==> src/rtl/core/seam_ram.sv <==
module seam_ram #(
  parameter int WIDTH = 8,
  parameter int DEPTH = 256
) (
  input  logic                     clk,
  input  logic                     we,
  input  logic [$clog2(DEPTH)-1:0] waddr,
  input  logic [WIDTH-1:0]         wdata,
  input  logic [$clog2(DEPTH)-1:0] raddr,
  output logic [WIDTH-1:0]         rdata
);

  logic [WIDTH-1:0] mem [DEPTH];

  always_ff @(posedge clk) begin
    if (we) begin
      mem[waddr] <= wdata;
    end
    rdata <= mem[raddr];
  end

endmodule

==> config.mk <==
export PLATFORM = sky130hd
export DESIGN_NAME = seam_ram
export DESIGN_NICKNAME = d
export VERILOG_FILES = /design/src/rtl/core/seam_ram.sv
export SDC_FILE = /design/constraint.sdc
export NUM_CORES = 2
export LEC_CHECK = 0
export BUFFER_PORTS_ARGS = -buffer_cell sky130_fd_sc_hd__buf_2
export CAP_MARGIN = 30
export CORE_UTILIZATION = 35
export DETAILED_ROUTE_END_ITERATION = 6
export PLACE_DENSITY = 0.55
export SLEW_MARGIN = 10
export SYNTH_ARGS = -nofsm -noshare
export SYNTH_HDL_FRONTEND = slang
export SYNTH_SLANG_ARGS = --single-unit
export TNS_END_PERCENT = 1
==> constraint.sdc <==
create_clock -name clk -period 2.8 [get_ports clk]
set_input_delay 0.28 -clock clk [delete_from_list [all_inputs] [get_ports clk]]
set_output_delay 0.28 -clock clk [all_outputs]
set_load 0.005 [all_outputs]
==> flow_summary.rst <==
.. list-table::
   :header-rows: 1

   * - Metric
     - Value
   * - Data arrival time at the worst-slack endpoint
     - 3410 ps
   * - Fmax
     - roughly 0.37 GHz
   * - Number of ports placed on the die boundary
     - 34
   * - RSZ-0062 raised after global routing
     - false
   * - Run status
     - finished clean
   * - CTS sink count
     - 2,056
   * - Peak supply drop
     - 0.000477 V
   * - Total of max-cap violations
     - 0
   * - Final routed DRC violation total
     - 0
   * - First-iteration detailed-routing DRC count
     - 4,127
   * - Tot GR Track Use
     - 0.181
   * - First-pass iteration count of the detailed router
     - 7
   * - #FFs+latches synth
     - between 2k and 2.5k
   * - Mean number of vias per cell
     - 5.37
   * - Maximum number of pins on one net before global-route repair
     - 116
   * - Aggregate global routing overflow
     - 0
   * - Power Dens Cells
     - 683 mW/mm2
   * - CP Max Fanout
     - 1
   * - Sequential fraction of the synthesis area
     - 0.775
   * - Critical path required time
     - 3520 ps
   * - TNS Setup
     - 0 ps
   * - Clock buffers created by TritonCTS
     - about 200
   * - Area share of the largest cell type after synthesis
     - 0.773
   * - Synthesized Nets
     - around 3.8k
   * - Category of the critical setup timing path
     - flop to flop
   * - Sw Share
     - 0.218
   * - Cell type contributing the most total cell area after synthesis
     - sky130_fd_sc_hd__edfxtp_1
   * - Wire length of the first global-routing pass
     - approximately 300,000 um
   * - Total vias in the final route
     - slightly above 40k
   * - H-Tree Level Count
     - 4
   * - Fin Clk Skew
     - 60.2 ps
   * - Post-route ant nets
     - 0
   * - Part of the power in combinational logic
     - 0.054
   * - Vias in the first global route
     - 40.8k
   * - Count of flip-flops with a built-in enable after synthesis
     - ~2.0k
   * - Async set-or-reset flop fraction in the synthesized netlist
     - 0
   * - Count of different cell masters after synthesis
     - 55
   * - Sequential cell area in the final layout
     - 0.0617 mm2
   * - Post-Syn Area per Cell
     - between 20 and 25 um2
   * - Detail Placement HPWL
     - 135,000 um
   * - Layout fillers
     - 19.6k
   * - Weighted congestion at the end of routability-driven global placement
     - 0.843
   * - Main flop type after synthesis
     - sky130_fd_sc_hd__edfxtp_1
   * - Height of the chip
     - ~480 um
   * - Share of cells above drive strength 1
     - 0.306
   * - Most common cell after layout, fill and taps aside
     - sky130_fd_sc_hd__edfxtp_1
   * - Internal power contribution
     - 50,300 uW
   * - Max-slew headroom
     - 0.355
   * - Floorplan die area
     - around 0.23 mm2
   * - Number of nets in the finished design
     - 4,369
   * - Final Max Slew Viols
     - 0
   * - Critical path capture point type
     - flop
   * - Leakage dissipation
     - 0.0300 uW
   * - Area of the multi-input gates
     - between 0.015 and 0.02 mm2
   * - Proportion of power drawn by flip-flops and latches
     - 0.528
   * - Antenna violations before repair
     - 13
   * - Largest cells by area after synthesis
     - sky130_fd_sc_hd__edfxtp_1 77%, sky130_fd_sc_hd__mux4_2 13%, sky130_fd_sc_hd__mux2i_1 1.7%
   * - Worst skew pair latency
     - between 800 and 900 ps
   * - Count of final hold-check violations
     - 0
   * - Reported net switching power
     - approximately 14,000 uW
   * - Area of the mapped netlist
     - approximately 0.08 mm2
   * - Std-Cell Rows
     - 174
   * - Number of instances in the synthesized netlist
     - 3,733
   * - Detailed Route WL
     - 209,000 um
   * - Worst hold slack
     - 135 ps
   * - Class of the most critical hold timing path
     - input pin to flop
   * - Initial cell density of the core
     - 0.353
   * - Fin crit share
     - 0.961
   * - Growth of design area from synthesis to finish
     - 18.5%
   * - CTS tree
     - done
   * - Overall power
     - 64,400 uW
   * - Area of the core region
     - 0.225 mm2
   * - Die width
     - 479 um
   * - Cell chosen for the clock root
     - sky130_fd_sc_hd__clkbuf_16
   * - Setup-violating endpoint count in the final report
     - 0
   * - Max Buffers Root-to-Sink
     - 3
   * - Clock transition at the registers of the reported paths
     - roughly 60 ps
   * - Clock network power share
     - 0.418
   * - Final Util
     - 0.418
   * - Synthesis Warnings
     - 0
   * - Routed length per instance
     - 27.8 um
   * - Most used cells in the layout excluding fill and tap cells
     - 2,048 x sky130_fd_sc_hd__edfxtp_1, 521 x sky130_fd_sc_hd__buf_4, 454 x sky130_fd_sc_hd__mux4_2
   * - Slew at the pin closest to its max-slew limit
     - ~960 ps
   * - Buffers on Ports
     - 33
   * - Kind of start point of the critical path
     - flop
   * - Post-route minimum period
     - 2690 ps
-- worst max-delay path: stages (launching register included) --
cell and delay [ps]:
sky130_fd_sc_hd__edfxtp_1 360, sky130_fd_sc_hd__mux4_2 480, sky130_fd_sc_hd__o211ai_1 370, sky130_fd_sc_hd__nand3_1 200, sky130_fd_sc_hd__nor4_1 880, sky130_fd_sc_hd__buf_4 240
sky130_fd_sc_hd__nor4_2 40
-- logic make-up (layout without fill, tap and decap cells) --
family | Yosys count | after routing | share of synthesized area
flip-flops | 2056 | 2056 | 0.775
multiplexers | 591 | 591 | 0.146
AND/OR/NAND/NOR | 466 | 466 | 0.0263
AO/OA/AOI/OAI | 385 | 385 | 0.0342
buffers and inverters | 235 | 1017 | 0.0183
other | 0 | 6 | 0
-- synth_stat cells, drive strengths merged, types with 10 or more instances --
master / instances
a221oi: 14
edfxtp: 2048
nand4: 10
clkbuf: 111
a21oi: 96
a211oi: 16
o22ai: 28
nand3: 34
nor2b: 31
o211ai: 10
nand2: 33
mux2i: 134
o21ai: 12
nor2: 282
o221ai: 47
mux4: 456
a22oi: 133
nor4: 27
buf: 122
nor3: 22
-- stage by stage --
stage          instances  instance area, um2  worst slack [ps]
2_1_floorplan       3733               79600               582
3_3_place_gp        7120               87600              -754
3_5_place_dp        7121               87600              -559
4_1_cts             7507               94300               165
5_1_grt             7510               94300              58.8
6_report            7513               94300               109
-- sequential cells by signal, summed over array words and instances, names as in the netlist --
name / cells
rdata: 8
mem: 2048
-- worst paths after layout --
check / to / start / depth (start not counted) / slack, ps
max: rdata[2] / mem[51][2] / 6 / 110
max reg2reg: rdata[2] / mem[51][2] / 6 / 110
min: mem[163][0] / waddr[1] / 3 / 130
min reg2reg: rdata[5] / mem[32][5] / 7 / 1100
-- metal layers --
metal,GRT usage,up-vias,routed length (um)
li1,-,16900,-
met2,0.287,1374,99700
met5,0,-,33
met1,0.261,21700,92000
met4,0.0482,4,5240
met3,0.0263,295,11800
-- power by group through the flow --
| stage | Combinational [uW] | Sequential [uW] | Clock, uW |
|---|---|---|---|
| 6_report | 3500 | 34000 | 26900 |
| 5_1_grt | 3690 | 34000 | 28500 |
| 4_1_cts | 3540 | 34000 | 27400 |
| 3_5_place_dp | 3520 | 34600 | 0 |
| 3_3_place_gp | 3500 | 34600 | 0 |
| 2_1_floorplan | 1650 | 34600 | 0 |
-- layout make-up --
type / count / share of cell area
clock buffers: 255 / 0.0564
repair buffers: 637 / 0.0612
multi-input cells: 1442 / 0.175
diodes: 6 / 0.000159
inverters: 2 / 0.0000796
clock inverters: 123 / 0.0131
well taps: 2992 / 0.0397
flip-flops and latches: 2056 / 0.654
-- what timing repair did --
item	in CTS	in global routing
hold buffers	8	0
endpoints found under the hold margin	382	0
resized for setup	0	0
setup buffers	0	0
Note: power is estimated with default switching activity, not from simulation.
